File: src/rtl/core/dclp_pkg.sv
// Shared types and constants for the display command list player.
package dclp_pkg;

    // Position inside the command list
    typedef enum logic [2:0] {
        PH_LEN,
        PH_DELAY,
        PH_CMD,
        PH_PAYLOAD,
        PH_ENDED
    } phase_t;

    localparam logic [1:0] KIND_SEND = 2'd0;
    localparam logic [1:0] KIND_WAIT = 2'd1;
    localparam logic [1:0] KIND_END  = 2'd2;

    localparam logic [7:0] DELAY_UNIT_RESET = 8'd5;

    typedef struct packed {
        logic [1:0]  kind;
        logic [7:0]  data_byte;
        logic        is_command;
        logic [15:0] delay_ms;
        logic        last;
    } result_t;

    typedef struct packed {
        phase_t      phase;
        logic [7:0]  bytes_left;
        logic [7:0]  held_delay;
    } walk_state_t;

    // Decode of one list byte: up to two results plus the next walk state
    typedef struct packed {
        logic        res0_valid;
        result_t     res0;
        logic        res1_valid;
        result_t     res1;
        walk_state_t state_next;
    } decode_t;

endpackage

File: src/rtl/core/dclp_decode.sv
// Per-byte decode of the command list: next state and the results a byte causes.
module dclp_decode (
    input  dclp_pkg::walk_state_t state,
    input  logic [7:0]            list_byte,
    input  logic [7:0]            delay_unit_ms,
    output dclp_pkg::decode_t     dec
);
    import dclp_pkg::*;

    logic [7:0]  left_dec;
    logic [15:0] wait_ms;

    assign left_dec = state.bytes_left - 8'd1;
    assign wait_ms  = {8'd0, state.held_delay} * {8'd0, delay_unit_ms};

    always_comb
    begin
        dec            = '0;
        dec.state_next = state;
        case (state.phase)
            PH_LEN:
            begin
                if (list_byte == 8'd0)
                begin
                    dec.res0_valid       = 1'b1;
                    dec.res0.kind        = KIND_END;
                    dec.res0.last        = 1'b1;
                    dec.state_next.phase = PH_ENDED;
                end
                else
                begin
                    dec.state_next.bytes_left = list_byte;
                    dec.state_next.phase      = PH_DELAY;
                end
            end
            PH_DELAY:
            begin
                dec.state_next.held_delay = list_byte;
                dec.state_next.phase      = PH_CMD;
            end
            PH_CMD, PH_PAYLOAD:
            begin
                dec.res0_valid            = 1'b1;
                dec.res0.kind             = KIND_SEND;
                dec.res0.data_byte        = list_byte;
                dec.res0.is_command       = (state.phase == PH_CMD);
                dec.state_next.bytes_left = left_dec;
                if (left_dec == 8'd0)
                begin
                    // record done: send, then release and wait
                    dec.res1_valid       = 1'b1;
                    dec.res1.kind        = KIND_WAIT;
                    dec.res1.delay_ms    = wait_ms;
                    dec.res1.last        = 1'b1;
                    dec.state_next.phase = PH_LEN;
                end
                else
                begin
                    dec.res0.last        = 1'b1;
                    dec.state_next.phase = PH_PAYLOAD;
                end
            end
            default:
            begin
                dec.state_next.phase = PH_ENDED;
            end
        endcase
    end

endmodule

File: src/rtl/core/display_command_list_player_core.sv
// Top level of the display command list player.
//
//  channel  | signals                                   | handshake
//  ---------+-------------------------------------------+-----------------------
//  cfg      | cfg_we, cfg_data (delay_unit_ms)          | write on cfg_we, no wait
//  in       | in_valid, in_ready, list_byte             | valid/ready
//  out      | out_valid, out_ready, kind, data_byte,    | valid/ready
//           | is_command, delay_ms, last                |
//
// One list byte is taken per cycle while in_ready is high; its results are registered.
// The last byte of a record makes two results (send, then wait); the second
// sits in a spare slot. While it waits, only bytes that make at most one result
// (length, delay, or anything after the end) are taken, and such a byte's
// result queues behind it, so with out_ready high the input does not stall.
// rst_n clears the walk state to "expect length byte" and the unit to 5 ms.
// A stalled output holds its item; input flows while the output register is leaving
// or empty, and the spare slot is empty or the next byte is a header or past the end.
module display_command_list_player_core (
    input  logic        clk,
    input  logic        rst_n,
    input  logic        cfg_we,
    input  logic [7:0]  cfg_data,
    input  logic        in_valid,
    output logic        in_ready,
    input  logic [7:0]  list_byte,
    output logic        out_valid,
    input  logic        out_ready,
    output logic [1:0]  kind,
    output logic [7:0]  data_byte,
    output logic        is_command,
    output logic [15:0] delay_ms,
    output logic        last
);
    import dclp_pkg::*;

    walk_state_t state_reg;
    logic [7:0]  unit_reg;
    decode_t     dec;

    // output register (a) and spare slot for the second result (b)
    result_t     a_reg, a_next;
    logic        a_valid_reg, a_valid_next;
    result_t     b_reg, b_next;
    logic        b_valid_reg, b_valid_next;

    logic        in_fire;
    logic        out_fire;
    logic        one_result_max;

    dclp_decode u_decode (
        .state         (state_reg),
        .list_byte     (list_byte),
        .delay_unit_ms (unit_reg),
        .dec           (dec)
    );

    // header bytes and bytes after the end never make more than one result
    assign one_result_max = state_reg.phase inside {PH_LEN, PH_DELAY, PH_ENDED};

    assign out_fire = a_valid_reg && out_ready;
    assign in_ready = (!a_valid_reg || out_ready) && (!b_valid_reg || one_result_max);
    assign in_fire  = in_valid && in_ready;

    always_comb
    begin
        a_next       = a_reg;
        a_valid_next = a_valid_reg && !out_fire;
        b_next       = b_reg;
        b_valid_next = b_valid_reg;
        if (b_valid_reg)
        begin
            if (out_fire)
            begin
                // spare slot moves up
                a_next       = b_reg;
                a_valid_next = 1'b1;
                b_valid_next = 1'b0;
            end
            if (in_fire && dec.res0_valid)
            begin
                // new item queues behind the one moving up
                b_next       = dec.res0;
                b_valid_next = 1'b1;
            end
        end
        else
        begin
            if (in_fire && dec.res0_valid)
            begin
                a_next       = dec.res0;
                a_valid_next = 1'b1;
            end
            if (in_fire && dec.res1_valid)
            begin
                b_next       = dec.res1;
                b_valid_next = 1'b1;
            end
        end
    end

    always_ff @(posedge clk or negedge rst_n)
    begin
        if (!rst_n)
        begin
            state_reg.phase      <= PH_LEN;
            state_reg.bytes_left <= 8'd0;
            state_reg.held_delay <= 8'd0;
            unit_reg             <= DELAY_UNIT_RESET;
            a_valid_reg          <= 1'b0;
            b_valid_reg          <= 1'b0;
        end
        else
        begin
            if (in_fire)
            begin
                state_reg <= dec.state_next;
            end
            if (cfg_we)
            begin
                unit_reg <= cfg_data;
            end
            a_valid_reg <= a_valid_next;
            b_valid_reg <= b_valid_next;
        end
    end

    // payload, no reset needed
    always_ff @(posedge clk)
    begin
        a_reg <= a_next;
        b_reg <= b_next;
    end

    assign out_valid  = a_valid_reg;
    assign kind       = a_reg.kind;
    assign data_byte  = a_reg.data_byte;
    assign is_command = a_reg.is_command;
    assign delay_ms   = a_reg.delay_ms;
    assign last       = a_reg.last;

    // spare slot is only ever filled behind the output register
    assert property (@(posedge clk) disable iff (!rst_n)
        b_valid_reg |-> a_valid_reg)
        else $error("spare result held with empty output register");

    // once the list has ended it stays ended
    assert property (@(posedge clk) disable iff (!rst_n)
        (state_reg.phase == PH_ENDED) |=> (state_reg.phase == PH_ENDED))
        else $error("left ended phase without reset");

    // a command or payload byte always yields an output item next cycle
    assert property (@(posedge clk) disable iff (!rst_n)
        (in_fire && (state_reg.phase == PH_CMD || state_reg.phase == PH_PAYLOAD))
        |=> (out_valid && kind == KIND_SEND))
        else $error("send byte lost");

    // a wait item always closes its byte's results
    assert property (@(posedge clk) disable iff (!rst_n)
        (out_valid && kind == KIND_WAIT) |-> last)
        else $error("wait item not marked last");

endmodule
File: config.mk
export PLATFORM = sky130hd
export DESIGN_NAME = display_command_list_player_core
export DESIGN_NICKNAME = d
export VERILOG_FILES = /design/src/rtl/core/dclp_pkg.sv /design/src/rtl/core/dclp_decode.sv /design/src/rtl/core/display_command_list_player_core.sv
export SDC_FILE = /design/constraint.sdc
export NUM_CORES = 1
export LEC_CHECK = 0
export ABC_CLOCK_PERIOD_IN_PS = 4600
export BUFFER_PORTS_ARGS = -buffer_cell sky130_fd_sc_hd__buf_2
export CORE_MARGIN = 2
export CORE_UTILIZATION = 50
export DETAILED_ROUTE_END_ITERATION = 7
export PLACE_DENSITY = 0.69
export SYNTH_ARGS = -nofsm -noshare
export SYNTH_HDL_FRONTEND = slang
export SYNTH_SLANG_ARGS = --single-unit
export TNS_END_PERCENT = 10
File: constraint.sdc
create_clock -name clk -period 4.6 [get_ports clk]
set_clock_uncertainty 0.15 [all_clocks]
set_input_delay 0.69 -clock clk [delete_from_list [all_inputs] [get_ports clk]]
set_output_delay 0.69 -clock clk [all_outputs]
set_load 0.01 [all_outputs]
==> flow_summary.yaml, run 1 <==
sta:
  maxSlewHeadroom: 0.245
  fmax_mhz: 219
  period_share: 0.991
  finalMaxSlewViolations: 0
  fin_crit_ns: 4.56
  hold_viol: 0
  setup_viol: 0
  tightest_slew_ns: 1.13
  tns_ns: 0
  grt_setup_unrepaired: "yes"
route:
  ant_nets: 0
  drt-pass1-iter-count: 5
  routedWlPerCell_um: 15.8
  num_vias: 3844
  drcViolationCount: 0
  drt-total-wl_um: 11300
  vias_per_cell: 5.40
  drt_iter0_markers: 243
grt:
  grt_pass1_vias: 3743
  grt_use_total: 0.199
  grt_overflow_total: 0
  grt_max_degree: 44
  grt_pass1_wl_um: 18300
  antenna_found_initial: 0
floorplan:
  die_width_um: 110
  pin_count: 51
  core_area_um2: 10900
  die_area_um2: 12100
  initial_core_util: 0.515
  die_h_um: 110
  fp-row-count: 38
critical_path:
  critical_path_required_ns: 4.56
  reg2reg_depth: 16
  startpoint: "unit_reg[2]"
  critPathSlowestCell: "dfstp_2"
  r2r_start: "unit_reg[2]"
  arrival_ns: 4.51
  path_cells: "buf_12 -> nand2_4 -> fa_1 -> fa_1 -> inv_2 -> fa_1 -> inv_2 -> fa_1 -> inv_2 -> ha_4 -> o21a_1 -> nor2_4 -> o31ai_4 -> a41oi_2 -> xnor2_2 -> nor2_2"
  crit_top_cell: "fa_1"
  cp_num_cells: 16
  end_kind: "register"
  worstSetupPathType: "register to register"
  crit_family: "adder cells"
  cp-endpoint: "b_reg[15]"
  crit_buf_inv: 4
  max_stage_delay_ns: 0.56
  r2r_end: "b_reg[15]"
  r2r_slack_ns: 0.04
  crit_fanout: 5
  start_kind: "register"
synth:
  yosys.area.top_type_share: 0.300
  synth_compound_area_frac: 0.0999
  synth_top_family_by_area: "adder cells"
  synth_warnings: 0
  syn_nets: 598
  syn_inst: 503
  async_reset_ff_frac: 0.341
  synth_fa_ha_area_frac: 0.213
  yosys.area_share.simple: 0.160
  synthMuxAreaShare: 0.0341
  synth_area_um2: 5610
  synthTopCellsByCount: "and2_1 (63), edfxtp_1 (56), inv_1 (54)"
  avgSynthCellArea_um2: 11.2
  synth_edf_count: 56
  yosysMostFrequentCell: "and2_1"
  yosysUniqueCellTypes: 51
  synth_xor_xnor_area_share: 0.0156
  yosysTopAreaCell: "edfxtp_1"
  yosys-top-cells-area: "edfxtp_1 (30%), fa_1 (13%), dfrtp_1 (12%)"
  ys_seq_area_frac: 0.430
  yosys_register_bits: 85
  synthFlopType: "edfxtp_1"
hold_path:
  min_path_type: "input pin to asynchronous set/reset pin"
clock_network:
  clockBufferDepth: 2
  cts_made_buffers: 9
  cts_root_buf: "clkbuf_8"
  clk_pin_slew_ns: 0.09
  cts_tree: "built"
  cts_sinks: 85
  htree_levels: 3
  clk_latency_ns: 0.37
placement:
  hpwl_um: 8130
  placedCellCount: 687
  portBuffers: 50
  gp_congestion: 0.925
power:
  ir_worst_vdd_uv: 223
  total_power_mw: 3.08
  leakagePower_nw: 2.97
  power.density_nw_per_um2: 474
final_layout:
  largest_reg_flops: 28
  antenna_cells: 0
  drive_above_1_share: 0.245
  area_delta_synth_final_pct: 15.9
  nets: 662
  fin_cells: 712
job:
  cap_violations: 0
run_status:
  status: "finished clean"
[through the flow]
step	hold slack [ns]	utilization	area [µm²]	setup WS [ns]
2_1_floorplan	0.244	-	5610	0.323
3_3_place_gp	0.356	0.556	6050	-0.0388
3_5_place_dp	0.361	0.556	6050	-0.0314
4_1_cts	0.194	0.579	6300	-0.00108
5_1_grt	0.211	0.597	6500	-0.0842
6_report	0.181	0.597	6500	0.0426
[layout make-up]
| cell class | instances | area [µm²] |
|---|---|---|
| Tap cell | 140 | 175 |
| Sequential cell | 85 | 2420 |
| Fill cell | 915 | 4390 |
| Inverter | 55 | 206 |
| Clock inverter | 4 | 58.8 |
| Timing Repair Buffer | 68 | 390 |
| Multi-Input combinational cell | 348 | 3070 |
| Clock buffer | 12 | 181 |
[metal layers]
metal,GRT usage,up-vias,part of all wire
met2,0.297,108,0.47
met1,0.293,1885,0.47
li1,-,1844,-
met3,0.0373,7,0.053
met4,0.0651,0,0.0092
met5,0,-,0
[where the power goes]
part | total, mW | switching, mW | internal (mW) | leakage, nW
sequential | 1.24 | 0.161 | 1.07 | 0.882
combinational | 1.22 | 0.682 | 0.542 | 1.97
clock | 0.622 | 0.292 | 0.330 | 0.123
total | 3.08 | 1.13 | 1.95 | 2.97
[layout by cell type (no fill, tap or decap), types with 3 or more instances in the layout]
| master | n |
|---|---|
| ha_1 | 33 |
| clkbuf_8 | 9 |
| nor2_1 | 22 |
| nor4_1 | 3 |
| edfxtp_1 | 56 |
| o21a_1 | 4 |
| a21oi_1 | 18 |
| inv_1 | 51 |
| and3_1 | 12 |
| nor3_1 | 6 |
| fa_1 | 36 |
| ha_4 | 5 |
| inv_2 | 4 |
| mux2_2 | 17 |
| and2_1 | 61 |
| dfrtp_1 | 22 |
| dfrtp_2 | 5 |
| nand3_1 | 5 |
| o21ai_0 | 16 |
| a22o_1 | 9 |
| a21o_1 | 4 |
| nor2b_1 | 3 |
| a21oi_2 | 3 |
| buf_2 | 50 |
| nand2_1 | 35 |
| xnor2_1 | 3 |
| clkbuf_2 | 3 |
| xor2_1 | 6 |
| buf_4 | 14 |
| nand2b_1 | 6 |
[cell families after synthesis]
family                   Yosys count
adder cells (fa/ha/maj)           74
flip-flops                        85
AO/OA/AOI/OAI                     80
AND/OR/NAND/NOR                  167
buffers and inverters             70
multiplexers                      17
XOR/XNOR                          10
[what timing repair did]
| action | CTS | global route |
|---|---|---|
| setup buffers | 0 | 9 |
| setup endpoints to repair | 3 | 6 |
| gates cloned | 0 | 0 |
| pin swaps | 0 | 21 |
| resized for setup | 3 | 28 |
| hold buffers | 0 | 0 |
[worst min-delay path by stage]
stage / start / end / slack [ns] / depth (start not counted)
after floorplan: rst_n / b_valid_reg / 0.24 / 0
after global placement: b_reg[8] / delay_ms[7] / 0.36 / 1
after detailed placement: b_reg[10] / delay_ms[9] / 0.36 / 1
after CTS: rst_n / out_valid / 0.19 / 1
after global routing: rst_n / out_valid / 0.21 / 1
final: rst_n / out_valid / 0.18 / 1
[worst register-to-register path: cells and delay by family (launching register included)]
family          cells  cell delay (ns)
xor+xnor            1             0.22
fa+ha+maj           5             2.35
compound gates      3             0.63
buf+inv             4             0.26
simple gates        3             0.14
flops               1             0.56
Power figures use the tool's default switching activity.
==> run 2: changes to the inputs <==
--- a/config.mk
+++ b/config.mk
@@ -10,8 +10,9 @@
 export CORE_MARGIN = 2
 export CORE_UTILIZATION = 50
 export DETAILED_ROUTE_END_ITERATION = 7
-export PLACE_DENSITY = 0.69
+export PLACE_DENSITY = 0.68
 export SYNTH_ARGS = -nofsm -noshare
 export SYNTH_HDL_FRONTEND = slang
+export SYNTH_HIERARCHICAL = 1
 export SYNTH_SLANG_ARGS = --single-unit
 export TNS_END_PERCENT = 10
==> run 2 against run 1 <==
The run now ends with setup timing left; hold slack improved by 0.050 ns; setup slack got worse by 0.069 ns; design area is 19% higher; first-iteration DRC count grew 3.3%; wire length is 17% higher; global-route usage is 0.88 points lower; critical path depth is 1 lower.
==> flow_summary.yaml, run 2 <==
run_status:
  status: "finished with violations"
  violations: "setup timing"
route:
  drt-pass1-iter-count: 4
  ant_nets: 0
  drt_iter0_markers: 251
  drcViolationCount: 0
  drt-total-wl_um: 13200
  routedWlPerCell_um: 15.3
  vias_per_cell: 5.20
  num_vias: 4495
sta:
  fin_crit_ns: 4.63
  layout_setup_ws_ns: -0.0263
  maxSlewHeadroom: 0.470
  tightest_slew_ns: 0.792
  hold_viol: 0
  fmax_mhz: 216
  grt_setup_unrepaired: "yes"
  setup_viol: 3
  holdWs_ns: 0.230
  period_share: 1.01
  finalMaxSlewViolations: 0
critical_path:
  worstSetupPathType: "register to register"
  r2r_start: "unit_reg[2]"
  r2r_end: "b_reg[15]"
  critical_path_required_ns: 4.55
  crit_fanout: 5
  start_kind: "register"
  r2r_slack_ns: -0.03
  arrival_ns: 4.58
  reg2reg_depth: 15
  end_kind: "register"
clock_network:
  cts_sinks: 85
  clk_pin_slew_ns: 0.07
  cts_tree: "built"
  clk_latency_ns: 0.35
  clockBufferDepth: 2
  cts_root_buf: "clkbuf_16"
  cts_made_buffers: 9
  htree_levels: 3
synth:
  synthFlopType: "edfxtp_1"
  synth_edf_count: 56
  synth_area_um2: 6740
  synthTopCellsByCount: "mux2_2 (80), inv_1 (60), and2_1 (59)"
  syn_inst: 597
  async_reset_ff_frac: 0.341
  yosysMostFrequentCell: "mux2_2"
  yosys_register_bits: 85
  avgSynthCellArea_um2: 11.3
  synth_warnings: 6
  yosysUniqueCellTypes: 66
  yosys-top-cells-area: "edfxtp_1 (25%), mux2_2 (13%), fa_1 (11%)"
  yosys.area.top_type_share: 0.249
  yosysTopAreaCell: "edfxtp_1"
  ys_seq_area_frac: 0.357
hold_path:
  min_path_type: "input pin to asynchronous set/reset pin"
final_layout:
  area_delta_synth_final_pct: 15.0
  fin_cells: 864
  drive_above_1_share: 0.365
  nets: 778
  fin_area_um2: 7750
  fillers: 1103
  layout_commonest_cell: "mux2_2"
  antenna_cells: 0
  final_cell_mix: "mux2_2 (79), inv_1 (58), edfxtp_1 (56), and2_1 (55), buf_2 (50)"
  largest_reg_flops: 28
grt:
  grt_pass1_vias: 4349
  grt_overflow_total: 0
  grt_pass1_wl_um: 21600
  grt_max_degree: 40
  antenna_found_initial: 0
  grt_use_total: 0.190
placement:
  place_ws_ns: -0.143
  dpl_cell_area_um2: 7260
  hpwl_um: 9700
  placedCellCount: 840
  gp_congestion: 0.861
  portBuffers: 50
floorplan:
  core_area_um2: 13200
  die_width_um: 120
  fp-row-count: 42
  die_area_um2: 14400
  initial_core_util: 0.511
  pin_count: 51
  die_h_um: 120
job:
  cap_violations: 0
## run 2: cell types whose count changed after synthesis, moves of 9 or more
cell and delta:
a21oi_1 -11, mux2_2 +63, and3_1 -10, clkbuf_1 -10, buf_4 +28, a22o_1 -9
## run 2: cell type report
class	count	area, µm²	share of cell area
Clock buffer	9	225	0.0291
Clock inverter	7	71.3	0.00920
Inverter	61	229	0.0295
Multi-Input combinational cell	432	4010	0.517
Sequential cell	85	2420	0.312
Tap cell	176	220	0.0284
Timing Repair Buffer	94	584	0.0754
## run 2: kinds of logic (layout without fill, tap and decap cells)
kind of cell,count (synthesis),after routing,synth area share
AOI/OAI and AO/OA,68,68,0.0724
DFF,85,85,0.357
adders and majority gates,74,74,0.177
and+or+nand+nor,165,165,0.145
buffers and inverters,106,171,0.0822
other,1,27,0.000556
muxes,89,89,0.153
xor gates and xnor gates,9,9,0.0117
## run 2: worst max-delay path by stage
| stage | start | to | cells after the start |
|---|---|---|---|
| 2_1_floorplan | unit_reg[7] | b_reg[15] | 15 |
| 3_3_place_gp | unit_reg[2] | b_reg[15] | 15 |
| 3_5_place_dp | unit_reg[4] | b_reg[13] | 14 |
| 4_1_cts | unit_reg[2] | b_reg[15] | 15 |
| 5_1_grt | unit_reg[2] | b_reg[15] | 15 |
| 6_report | unit_reg[2] | b_reg[15] | 15 |
## run 2: worst max-delay path: stages, from the launching register on
cell and delay (ns):
dfstp_2 0.57, nand2_2 0.07, fa_1 0.49, fa_1 0.52, inv_1 0.05, fa_1 0.50
inv_2 0.04, fa_1 0.48, inv_2 0.04, ha_4 0.30, nand3_2 0.07, o211ai_1 0.31
and4_1 0.27, o21ai_1 0.08, nor4b_2 0.16, mux2_4 0.28
## run 2: layer usage
layer	wire (µm)	track usage
met1	6150	0.267
met2	6310	0.304
met3	554	0.0356
met4	165	0.0507
met5	0	0
## run 2: per-stage QoR
step	TNS (ns)	util
final	-0.0423	0.588
after global routing	-0.743	0.588
after CTS	-0.0241	0.579
after detailed placement	-0.474	0.551
after global placement	-0.138	0.551
after floorplan	0	-
## run 2: repair_timing
item | CTS | global route
endpoints found under the setup margin | 8 | 8
hold buffers | 0 | 0
pin swaps | 7 | 20
setup buffers | 2 | 6
resized for setup | 10 | 24
Power of run 2 is not shown: default switching activity piles up to over one toggle a cycle in this logic, so the estimate is an artifact.
==> run 3: changes to the inputs <==
--- a/config.mk
+++ b/config.mk
@@ -7,6 +7,7 @@
 export LEC_CHECK = 0
 export ABC_CLOCK_PERIOD_IN_PS = 4600
 export BUFFER_PORTS_ARGS = -buffer_cell sky130_fd_sc_hd__buf_2
+export CORE_ASPECT_RATIO = 0.6
 export CORE_MARGIN = 2
 export CORE_UTILIZATION = 50
 export DETAILED_ROUTE_END_ITERATION = 7
==> run 3 against run 2 <==
Via count grew 4.7%; global-route usage grew 2.0 points; the flow still finishes with violations (setup timing); final cell count grew 0.58%; highest routed layer unchanged; hold slack gained 0.024 ns; non-clock buffer count grew 11; setup slack gained 0.0064 ns; critical path depth grew 1; design area grew 1.5%; critical path type unchanged; maximum frequency grew 0.14%; first-iteration DRC count grew 5.6%.
==> flow_summary.yaml, run 3 (synthesis gave the netlist of run 2 again) <==
final_layout:
  nets: 789
  largest_reg_flops: 28
  drive_above_1_share: 0.375
  layout_commonest_cell: "mux2_2"
  fillers: 1058
  antenna_cells: 0
  area_delta_synth_final_pct: 16.6
  final_cell_mix: "mux2_2 (77), inv_1 (56), edfxtp_1 (56), and2_1 (56), buf_4 (51)"
  fin_cells: 869
sta:
  setup_viol: 3
  fin_crit_ns: 4.62
  maxSlewHeadroom: 0.485
  grt_setup_unrepaired: "yes"
  period_share: 1.00
  hold_viol: 0
  tightest_slew_ns: 0.769
  fmax_mhz: 216
  finalMaxSlewViolations: 0
  layout_setup_ws_ns: -0.0199
clock_network:
  clk_latency_ns: 0.34
  htree_levels: 3
  cts_root_buf: "clkbuf_16"
  clockBufferDepth: 2
  clk_pin_slew_ns: 0.07
  cts_sinks: 85
  cts_tree: "built"
  cts_made_buffers: 9
floorplan:
  core_area_um2: 13000
  die_width_um: 154
  pin_count: 51
  fp-row-count: 32
  die_h_um: 94.0
  initial_core_util: 0.518
  die_area_um2: 14500
route:
  vias_per_cell: 5.41
  drt-total-wl_um: 14100
  drt-pass1-iter-count: 5
  drt_iter0_markers: 265
  num_vias: 4705
  drcViolationCount: 0
  routedWlPerCell_um: 16.2
  ant_nets: 0
critical_path:
  critPathSlowestCell: "fa_1"
  worstSetupPathType: "register to register"
  start_kind: "register"
  crit_fanout: 4
  reg2reg_depth: 16
  path_cells: "buf_4 -> and2_1 -> fa_2 -> fa_1 -> inv_1 -> fa_1 -> fa_1 -> inv_1 -> ha_4 -> nand3_1 -> o211ai_1 -> buf_4 -> and4_4 -> o21ai_0 -> nor4b_2 -> mux2_4"
  end_kind: "register"
  max_stage_delay_ns: 0.54
  crit_top_cell: "fa_1"
  critical_path_required_ns: 4.54
  arrival_ns: 4.56
grt:
  grt_pass1_vias: 4891
  grt_max_degree: 37
  antenna_found_initial: 0
  grt_use_total: 0.210
  grt_overflow_total: 0
  grt_pass1_wl_um: 24100
placement:
  portBuffers: 50
  hpwl_um: 10400
  placedCellCount: 838
  gp_congestion: 0.890
  place_ws_ns: -0.289
job:
  cap_violations: 0
run_status:
  status: "finished with violations"
  violations: "setup timing"
hold_path:
  min_path_type: "input pin to asynchronous set/reset pin"
run 3: cell count changes in the layout (fill, tap and decap cells not counted), moves of 2 or more:
| cell | change |
|---|---|
| inv_1 | -2 |
| mux2_4 | +2 |
| buf_4 | +8 |
| buf_6 | +3 |
| bufinv_16 | +2 |
| inv_2 | +2 |
| inv_6 | -2 |
| mux2_2 | -2 |
run 3: final timing paths:
check	from	end	slack (ns)
worst min register to register	b_reg[2]	delay_ms[1]	0.39
max in group asynchronous	rst_n	b_valid_reg	3.53
worst max register to register	unit_reg[4]	b_reg[15]	-0.02
worst min-delay path	rst_n	state_reg[0]	0.25
worst max-delay path	unit_reg[4]	b_reg[15]	-0.02
min in group clk	b_reg[2]	delay_ms[1]	0.39
run 3: layer usage:
layer | track usage | part of all wire
met1 | 0.299 | 0.48
met2 | 0.334 | 0.45
met3 | 0.0411 | 0.053
met4 | 0.0498 | 0.015
met5 | 0 | 0
run 3: per-stage QoR:
stage / TNS, ns / area [µm²] / utilization / hold slack, ns
global placement: -0.743 / 7280 / 0.560 / 0.381
global route: -0.777 / 7870 / 0.604 / 0.295
finish: -0.0512 / 7870 / 0.604 / 0.254
CTS: -0.0158 / 7820 / 0.601 / 0.262
detailed placement: -1.58 / 7280 / 0.560 / 0.381
floorplan: 0 / 6840 / - / 0.244
run 3: layout make-up:
type,count,area [µm²],area share
clock buffers,10,229,0.0291
flip-flops and latches,85,2420,0.307
repair buffers,105,678,0.0862
well taps,170,213,0.0270
clock inverters,6,93.8,0.0119
inverters,61,229,0.0291
multi-input cells,432,4010,0.509
run 3: critical path, delay by kind of cell (launching register included):
kind / cells / cell delay, ns
simple gates: 4 / 0.65
fa+ha+maj: 5 / 2.23
buf+inv: 4 / 0.41
compound gates: 2 / 0.22
flops: 1 / 0.43
mux: 1 / 0.28
run 3: what timing repair did:
| action | in CTS | in global routing |
|---|---|---|
| endpoints found under the setup margin | 8 | 8 |
| cloned | 0 | 0 |
| setup buffers | 15 | 0 |
| resized for setup | 29 | 11 |
| hold buffers | 0 | 0 |
| hold endpoints to repair | 0 | 0 |
| pin swaps | 18 | 2 |
Power of run 3 is left out for the same reason.
